### src/rtl/core/pptr_pkg.sv
// Package for the pointer packet cursor tracker.
// Holds the packet job type, the configuration type and the register indexes.
// No dependencies.
package pptr_pkg;

    localparam int POS_W       = 12;
    localparam int SENS_W      = 4;
    localparam int CFG_ADDR_W  = 2;
    localparam int CFG_DATA_W  = 12;
    localparam int QUEUE_DEPTH = 2;
    localparam int OUT_DATA_W  = 32;

    localparam logic [CFG_ADDR_W-1:0] REG_MAX_X       = 2'd0;
    localparam logic [CFG_ADDR_W-1:0] REG_MAX_Y       = 2'd1;
    localparam logic [CFG_ADDR_W-1:0] REG_SENSITIVITY = 2'd2;

    localparam logic [POS_W-1:0]  RESET_MAX_X  = 12'd1023;
    localparam logic [POS_W-1:0]  RESET_MAX_Y  = 12'd767;
    localparam logic [SENS_W-1:0] RESET_SENS   = 4'd2;
    localparam logic [POS_W-1:0]  RESET_CUR_X  = 12'd320;
    localparam logic [POS_W-1:0]  RESET_CUR_Y  = 12'd240;

    localparam logic [2:0] BUTTON_MASK = 3'h7;

    localparam logic KIND_BUTTON = 1'b0;
    localparam logic KIND_MOVE   = 1'b1;

    typedef struct packed {
        logic [POS_W-1:0]  max_x;
        logic [POS_W-1:0]  max_y;
        logic [SENS_W-1:0] sens;
    } cfg_t;

    // One finished packet: where the cursor ended and what has to be reported.
    typedef struct packed {
        logic [POS_W-1:0] pos_x;
        logic [POS_W-1:0] pos_y;
        logic [2:0]       buttons;
        logic [2:0]       changed;
        logic             moved;
    } job_t;

endpackage

### src/rtl/core/pointer_packet_cursor_tracker.sv
// Top level of the pointer packet cursor tracker: configuration registers,
// front part, job queue and back part. Depends on pptr_pkg, pptr_front,
// pptr_queue and pptr_back.
//
//  channel   direction  handshake            contents
//  s_*       in         s_tvalid / s_tready  one device byte a word
//  m_*       out        m_tvalid / m_tready  one cursor event a word
//  cfg_*     in         cfg_we               max_x, max_y, sensitivity
//
// Bytes are taken one a cycle. The third byte of a packet is held back only
// while the two-entry job queue is full. A packet that changes nothing sends
// no word; otherwise each event is one word from the output register, so a
// packet sends up to four words; when the back part is idle, the first passes
// through the job queue, the pending register and the output register.
// Reset is asynchronous and active low; the cursor starts at 320, 240.
// A stall on the output side fills the queue before it reaches the input.
module pointer_packet_cursor_tracker #(
    parameter int COORD_BITS = 12
) (
    input  logic                            clk,
    input  logic                            rst_n,
    input  logic                            s_tvalid,
    output logic                            s_tready,
    input  logic [7:0]                      s_tdata,   // [7:0] data_byte
    output logic                            m_tvalid,
    input  logic                            m_tready,
    // [11:0] pos_x, [23:12] pos_y, [25:24] button_index, [26] pressed, rest zero
    output logic [pptr_pkg::OUT_DATA_W-1:0] m_tdata,
    output logic                            m_tuser,   // [0] event_kind
    output logic                            m_tlast,
    input  logic                            cfg_we,
    input  logic [pptr_pkg::CFG_ADDR_W-1:0] cfg_addr,
    input  logic [pptr_pkg::CFG_DATA_W-1:0] cfg_wdata
);
    import pptr_pkg::*;

    cfg_t cfg_reg;
    logic push, q_full, q_empty, pop;
    job_t push_job, pop_job;

    always_ff @(posedge clk or negedge rst_n)
    begin
        if (!rst_n)
        begin
            cfg_reg.max_x <= RESET_MAX_X;
            cfg_reg.max_y <= RESET_MAX_Y;
            cfg_reg.sens  <= RESET_SENS;
        end
        else if (cfg_we)
        begin
            case (cfg_addr)
                REG_MAX_X:       cfg_reg.max_x <= cfg_wdata[POS_W-1:0];
                REG_MAX_Y:       cfg_reg.max_y <= cfg_wdata[POS_W-1:0];
                REG_SENSITIVITY: cfg_reg.sens  <= cfg_wdata[SENS_W-1:0];
                default:         ;
            endcase
        end
    end

    pptr_front #(
        .COORD_BITS (COORD_BITS)
    ) u_front (
        .clk      (clk),
        .rst_n    (rst_n),
        .cfg      (cfg_reg),
        .s_tvalid (s_tvalid),
        .s_tready (s_tready),
        .s_tdata  (s_tdata),
        .push     (push),
        .push_job (push_job),
        .q_full   (q_full)
    );

    pptr_queue u_queue (
        .clk      (clk),
        .rst_n    (rst_n),
        .push     (push),
        .push_job (push_job),
        .full     (q_full),
        .pop      (pop),
        .empty    (q_empty),
        .pop_job  (pop_job)
    );

    pptr_back u_back (
        .clk      (clk),
        .rst_n    (rst_n),
        .q_empty  (q_empty),
        .q_job    (pop_job),
        .pop      (pop),
        .m_tvalid (m_tvalid),
        .m_tready (m_tready),
        .m_tdata  (m_tdata),
        .m_tuser  (m_tuser),
        .m_tlast  (m_tlast)
    );

endmodule

### src/rtl/core/pptr_front.sv
// Front part of the cursor tracker: gathers device bytes into packets and
// works out the new cursor and button changes. Depends on pptr_pkg.
module pptr_front #(
    parameter int COORD_BITS = 12
) (
    input  logic                          clk,
    input  logic                          rst_n,
    input  pptr_pkg::cfg_t                cfg,
    input  logic                          s_tvalid,
    output logic                          s_tready,
    input  logic [7:0]                    s_tdata,
    output logic                          push,
    output pptr_pkg::job_t                push_job,
    input  logic                          q_full
);
    import pptr_pkg::*;

    // Largest coordinate the cursor width allows, capped at the field width.
    localparam logic [POS_W-1:0] CAP = (COORD_BITS >= POS_W) ? {POS_W{1'b1}}
                                     : POS_W'((1 << COORD_BITS) - 1);

    logic [1:0]       byte_pos_reg, byte_pos_next;
    logic [7:0]       flags_reg;
    logic [7:0]       dx_byte_reg;
    logic [POS_W-1:0] cur_x_reg, cur_x_next;
    logic [POS_W-1:0] cur_y_reg, cur_y_next;
    logic [2:0]       btn_reg, btn_next;

    logic              accept;
    logic              last_byte;
    logic [POS_W-1:0]  lim_x, lim_y;
    logic signed [4:0]  sens_s;
    logic signed [12:0] prod_x, prod_y;
    logic signed [14:0] nx, ny;
    logic [POS_W-1:0]  clamp_x, clamp_y;
    logic [2:0]        new_btn, changed;
    logic              moved;

    // Position three cannot arise but is handled like the last byte.
    assign last_byte = byte_pos_reg[1];
    assign s_tready  = !last_byte || !q_full;
    assign accept    = s_tvalid && s_tready;

    assign lim_x  = (cfg.max_x < CAP) ? cfg.max_x : CAP;
    assign lim_y  = (cfg.max_y < CAP) ? cfg.max_y : CAP;
    assign sens_s = $signed({1'b0, cfg.sens});
    assign prod_x = $signed(dx_byte_reg) * sens_s;
    assign prod_y = $signed(s_tdata) * sens_s;
    assign nx = $signed({3'b000, cur_x_reg}) + $signed({{2{prod_x[12]}}, prod_x});
    assign ny = $signed({3'b000, cur_y_reg}) - $signed({{2{prod_y[12]}}, prod_y});

    always_comb
    begin
        if (nx[14])
            clamp_x = '0;
        else if (nx[13:0] > {2'b00, lim_x})
            clamp_x = lim_x;
        else
            clamp_x = nx[POS_W-1:0];

        if (ny[14])
            clamp_y = '0;
        else if (ny[13:0] > {2'b00, lim_y})
            clamp_y = lim_y;
        else
            clamp_y = ny[POS_W-1:0];
    end

    assign new_btn = flags_reg[2:0] & BUTTON_MASK;
    assign changed = new_btn ^ btn_reg;
    assign moved   = (clamp_x != cur_x_reg) || (clamp_y != cur_y_reg);

    assign push             = accept && last_byte && ((changed != 3'b000) || moved);
    assign push_job.pos_x   = clamp_x;
    assign push_job.pos_y   = clamp_y;
    assign push_job.buttons = new_btn;
    assign push_job.changed = changed;
    assign push_job.moved   = moved;

    always_comb
    begin
        byte_pos_next = byte_pos_reg;
        cur_x_next    = cur_x_reg;
        cur_y_next    = cur_y_reg;
        btn_next      = btn_reg;
        if (accept)
        begin
            if (last_byte)
            begin
                byte_pos_next = 2'd0;
                cur_x_next    = clamp_x;
                cur_y_next    = clamp_y;
                btn_next      = new_btn;
            end
            else
            begin
                byte_pos_next = byte_pos_reg + 2'd1;
            end
        end
    end

    always_ff @(posedge clk or negedge rst_n)
    begin
        if (!rst_n)
        begin
            byte_pos_reg <= 2'd0;
            cur_x_reg    <= RESET_CUR_X;
            cur_y_reg    <= RESET_CUR_Y;
            btn_reg      <= 3'b000;
        end
        else
        begin
            byte_pos_reg <= byte_pos_next;
            cur_x_reg    <= cur_x_next;
            cur_y_reg    <= cur_y_next;
            btn_reg      <= btn_next;
        end
    end

    always_ff @(posedge clk)
    begin
        if (accept && !last_byte)
        begin
            if (byte_pos_reg[0])
                dx_byte_reg <= s_tdata;
            else
                flags_reg <= s_tdata;
        end
    end

endmodule

### src/rtl/core/pptr_queue.sv
// Short job queue between the front and back parts of the cursor tracker.
// Depends on pptr_pkg.
module pptr_queue (
    input  logic           clk,
    input  logic           rst_n,
    input  logic           push,
    input  pptr_pkg::job_t push_job,
    output logic           full,
    input  logic           pop,
    output logic           empty,
    output pptr_pkg::job_t pop_job
);
    import pptr_pkg::*;

    localparam int PTR_W = $clog2(QUEUE_DEPTH);
    localparam int CNT_W = $clog2(QUEUE_DEPTH + 1);

    job_t             slot_reg [QUEUE_DEPTH];
    logic [PTR_W-1:0] wr_ptr_reg, wr_ptr_next;
    logic [PTR_W-1:0] rd_ptr_reg, rd_ptr_next;
    logic [CNT_W-1:0] count_reg, count_next;
    logic             do_push, do_pop;

    assign full    = (count_reg == CNT_W'(QUEUE_DEPTH));
    assign empty   = (count_reg == '0);
    assign do_push = push && !full;
    assign do_pop  = pop && !empty;
    assign pop_job = slot_reg[rd_ptr_reg];

    always_comb
    begin
        wr_ptr_next = wr_ptr_reg;
        rd_ptr_next = rd_ptr_reg;
        count_next  = count_reg;
        if (do_push)
            wr_ptr_next = (wr_ptr_reg == PTR_W'(QUEUE_DEPTH - 1)) ? '0
                                                                   : wr_ptr_reg + PTR_W'(1);
        if (do_pop)
            rd_ptr_next = (rd_ptr_reg == PTR_W'(QUEUE_DEPTH - 1)) ? '0
                                                                   : rd_ptr_reg + PTR_W'(1);
        if (do_push && !do_pop)
            count_next = count_reg + CNT_W'(1);
        else if (do_pop && !do_push)
            count_next = count_reg - CNT_W'(1);
    end

    always_ff @(posedge clk or negedge rst_n)
    begin
        if (!rst_n)
        begin
            wr_ptr_reg <= '0;
            rd_ptr_reg <= '0;
            count_reg  <= '0;
        end
        else
        begin
            wr_ptr_reg <= wr_ptr_next;
            rd_ptr_reg <= rd_ptr_next;
            count_reg  <= count_next;
        end
    end

    always_ff @(posedge clk)
    begin
        if (do_push)
            slot_reg[wr_ptr_reg] <= push_job;
    end

endmodule

### src/rtl/core/pptr_back.sv
// Back part of the cursor tracker: takes packet jobs from the queue and
// sends their events one word a cycle through an output register while
// m_tready does not stall it. Depends on pptr_pkg.
module pptr_back (
    input  logic                           clk,
    input  logic                           rst_n,
    input  logic                           q_empty,
    input  pptr_pkg::job_t                 q_job,
    output logic                           pop,
    output logic                           m_tvalid,
    input  logic                           m_tready,
    output logic [pptr_pkg::OUT_DATA_W-1:0] m_tdata,
    output logic                           m_tuser,
    output logic                           m_tlast
);
    import pptr_pkg::*;

    // Bits 0..2 are button events, bit 3 the move event.
    logic [3:0]      pend_reg, pend_next;
    job_t            job_reg;
    logic            out_valid_reg, out_valid_next;
    logic [OUT_DATA_W-1:0] out_data_reg;
    logic            out_user_reg, out_last_reg;

    logic            emit;
    logic [3:0]      low_bit, pend_after;
    logic [1:0]      btn_idx;
    logic            is_move, pressed_bit;
    logic            load;

    assign low_bit    = pend_reg & (~pend_reg + 4'd1);
    assign pend_after = pend_reg & ~low_bit;
    assign emit       = (pend_reg != 4'd0) && (!out_valid_reg || m_tready);
    assign is_move    = low_bit[3];

    always_comb
    begin
        case (low_bit)
            4'b0010: btn_idx = 2'd1;
            4'b0100: btn_idx = 2'd2;
            default: btn_idx = 2'd0;
        endcase
    end

    assign pressed_bit = is_move ? 1'b0 : job_reg.buttons[btn_idx];

    // A new job may be taken once the current one sends its final word.
    assign load = !q_empty && ((pend_reg == 4'd0) || (emit && (pend_after == 4'd0)));
    assign pop  = load;

    always_comb
    begin
        pend_next      = pend_reg;
        out_valid_next = out_valid_reg;
        if (out_valid_reg && m_tready)
            out_valid_next = 1'b0;
        if (emit)
        begin
            pend_next      = pend_after;
            out_valid_next = 1'b1;
        end
        if (load)
            pend_next = {q_job.moved, q_job.changed};
    end

    always_ff @(posedge clk or negedge rst_n)
    begin
        if (!rst_n)
        begin
            pend_reg      <= 4'd0;
            out_valid_reg <= 1'b0;
        end
        else
        begin
            pend_reg      <= pend_next;
            out_valid_reg <= out_valid_next;
        end
    end

    always_ff @(posedge clk)
    begin
        if (load)
            job_reg <= q_job;
        if (emit)
        begin
            out_data_reg <= {{(OUT_DATA_W - 2 * POS_W - 3){1'b0}}, pressed_bit,
                             (is_move ? 2'd0 : btn_idx), job_reg.pos_y, job_reg.pos_x};
            out_user_reg <= is_move ? KIND_MOVE : KIND_BUTTON;
            out_last_reg <= (pend_after == 4'd0);
        end
    end

    assign m_tvalid = out_valid_reg;
    assign m_tdata  = out_data_reg;
    assign m_tuser  = out_user_reg;
    assign m_tlast  = out_last_reg;

endmodule

### config.mk
export PLATFORM = sky130hd
export DESIGN_NAME = pointer_packet_cursor_tracker
export DESIGN_NICKNAME = d
export VERILOG_FILES = /design/src/rtl/core/pptr_pkg.sv /design/src/rtl/core/pointer_packet_cursor_tracker.sv /design/src/rtl/core/pptr_front.sv /design/src/rtl/core/pptr_queue.sv /design/src/rtl/core/pptr_back.sv
export SDC_FILE = /design/constraint.sdc
export NUM_CORES = 1
export LEC_CHECK = 0
export ABC_AREA = 1
export BUFFER_PORTS_ARGS = -buffer_cell sky130_fd_sc_hd__buf_2
export CAP_MARGIN = 20
export CORE_UTILIZATION = 56
export CTS_CLUSTER_SIZE = 40
export DETAILED_ROUTE_END_ITERATION = 10
export PLACE_DENSITY = 0.74
export SLEW_MARGIN = 20
export SYNTH_ARGS = -nofsm -noshare
export SYNTH_HDL_FRONTEND = slang
export SYNTH_SLANG_ARGS = --single-unit
### constraint.sdc
create_clock -name clk -period 9.3 [get_ports clk]
set_input_delay 1.86 -clock clk [delete_from_list [all_inputs] [get_ports clk]]
set_output_delay 1.86 -clock clk [all_outputs]
set_load 0.01 [all_outputs]
==> flow_summary.toml <==
[drt]
total_via_count_after_detailed_routing = 8869
drt_pass1_iterations = 5
first_iter_violations = 535
final_antenna_net_count = 0
drt-vias-per-instance = 5.03
wl_mm = 24.3
route.detailed.drc = 0
drt-wirelength-per-cell_um = 13.8

[floorplanning]
core-area_mm2 = 0.0218
floorplan.initialDensity = 0.570
chipHeight_um = 151
placementRows = 54
chipWidth_um = 151
ioPinCount = 63
die_area_mm2 = 0.0227

[place]
placement.io_buffers = 57
finalWeightedCongestion = 0.891
placed_cell_area_mm2 = 0.0129
place_ws_ns = 0.714
dp.final_hpwl_mm = 19.2

[finish]
most_common_cell_after_layout_fill_and_taps_aside = "nand2_1"
multi_input_comb_area_mm2 = 0.00548
areaGrowthSynthToFinish_pct = 8.81
regArea_mm2 = 0.00556
finalNetCount = 1634
fillerInstances = 1853
most_frequent_cells_in_the_layout = "440 x nand2_1, 315 x inv_1, 129 x edfxtp_1, 83 x ha_1"
max_ffs_per_register = 62
antennaDiodeCount = 0
layout.cell_area.non_filler_mm2 = 0.0135
drive_above_1_share = 0.105

[sta]
layout_worst_path_cycle_share = 0.871
hold-worst-slack_ns = 0.420
final.setup_skew_ns = 0.0236
finalWorstSetupSlack_ns = 1.20
setup_viol_count_final = 0
slew_headroom = 0.339
slew_of_the_pin_with_the_lowest_slew_margin_ns = 0.985
timing_hold_violations_final = 0
fin_crit_ns = 8.10
finalSetupTns_ns = 0
grt_setup_unrepaired = "no"
report.final.slew_viol_count = 0
fmaxAchievable_mhz = 123

[global_route]
routing_usage_on_met3 = 0.0280
overall_overflow_remaining_after_global_route = 0
global_route_wire_length_before_repair_mm = 40.1
pin_count_of_the_biggest_net_entering_global_routing = 67
gr-usage-all-layers = 0.230
first_global_vias = 8217
busiest_layer = "met2"
met2_usage = 0.369
grt_util_met1 = 0.333
initial_antenna_violation_count = 0

[cts]
cts-resized-gates = 0
postCtsSetupRepairBufs = 0
clk-insertion-delay-late_ns = 0.43
hold_buffers = 0
cts-htree-levels = 4
tritoncts = "built"
clock_sink_count = 195
cts_inserted_buffers = 17
clock_tree.root_cell = "clkbuf_16"
clk_transition_reported_paths_ns = 0.07
clockBufferDepth = 2

[run_status]
status = "completed"

[worst_setup_path]
cp_slowest_cell = "inv_1"
end_kind = "flop"
cp_max_fo = 23
critical_path.max_stage_delay_ns = 0.65
worst_path_most_repeated_cell = "nand2_1"
timing.critical_path.arrival_ns = 8.23
setup.worst_path.start_class = "input pin"
critPathRequiredTime_ns = 9.43
crit_type = "in2reg"

[logic_synthesis]
post_synth_instance_area_mm2 = 0.0124
yosysSeqAreaShare = 0.448
synthesis.yosys.warnings = 0
mean_cell_area_of_the_mapped_netlist_um2 = 8.71
post_synth_num_cell_types = 42
netlist_instances = 1423
postSynthRegisterBits = 195

[min_path]
hold_path.class = "reg2reg"

[job]
cap_viol_max_count = 0
cell type report:
type	instances	share of cell area
clock inverters	14	0.0117
repair buffers	63	0.0245
multi-input cells	876	0.406
flip-flops and latches	195	0.412
well taps	280	0.0260
inverters	317	0.0882
clock buffers	17	0.0315
stage by stage:
stage	cells	util
floorplan	1427	-
global placement	1731	0.593
detailed placement	1731	0.593
CTS	1762	0.620
global route	1762	0.620
finish	1762	0.620
critical path: cells and delay by family:
kind,cells,cell delay (ns)
AOI/OAI and AO/OA,3,0.37
xor gates and xnor gates,1,0.24
adders and majority gates,6,2.46
buffers and inverters,10,1.48
and+or+nand+nor,21,1.79
logic make-up (layout without fill, tap and decap cells):
family,after synthesis,count (layout),synth area share
and+or+nand+nor,608,608,0.207
buffers and inverters,356,411,0.112
DFF,195,195,0.448
adders and majority gates,137,137,0.171
AOI/OAI and AO/OA,104,104,0.0467
xor gates and xnor gates,22,22,0.0155
other,1,5,0.000302
synthesized netlist by cell type (all sizes together):
cell | instances | share of area
xnor2 | 11 | 0.0078
nand3 | 54 | 0.026
ha | 83 | 0.084
a21oi | 26 | 0.011
nand4 | 33 | 0.017
a31oi | 2 | 0.0010
dfrtp | 40 | 0.081
o22ai | 2 | 0.0010
inv | 317 | 0.096
nor2 | 59 | 0.020
a21o | 5 | 0.0030
o311ai | 1 | 0.00071
clkbuf | 25 | 0.0076
nor3 | 3 | 0.0012
nand3b | 3 | 0.0018
dfstp | 26 | 0.055
o21a | 2 | 0.0012
and2 | 1 | 0.00050
conb | 1 | 0.00030
nor3b | 1 | 0.00061
edfxtp | 129 | 0.31
buf | 14 | 0.0080
xor2 | 11 | 0.0078
nand2 | 448 | 0.14
o21ai | 58 | 0.023
fa | 54 | 0.087
o41ai | 1 | 0.00071
or2 | 6 | 0.0030
o21bai | 7 | 0.0045
path summary, 6_finish.rpt:
path | end | startpoint | cells after the start | slack (ns)
worst max-delay path | u_queue.slot_reg[0][14] | s_tdata[2] | 41 | 1.20
worst min-delay path | u_back.m_tdata[1] | u_back.job_reg[20] | 0 | 0.42
worst max register to register | u_queue.slot_reg[0][14] | cfg_reg[0] | 33 | 1.75
worst min register to register | u_back.m_tdata[1] | u_back.job_reg[20] | 0 | 0.42
max in group asynchronous | u_queue.rd_ptr_reg | rst_n | 2 | 7.05
min in group asynchronous | u_front.cur_y_reg[3] | rst_n | 2 | 1.62
layer usage:
metal | vias up | share of wire
met4 | 0 | 0.013
met5 | - | 0
li1 | 4486 | -
met3 | 23 | 0.048
met1 | 4129 | 0.47
met2 | 231 | 0.46
Power is left out: the tool's default activity adds up to more than one toggle a clock period on the data nets, which glitch-free logic cannot reach.
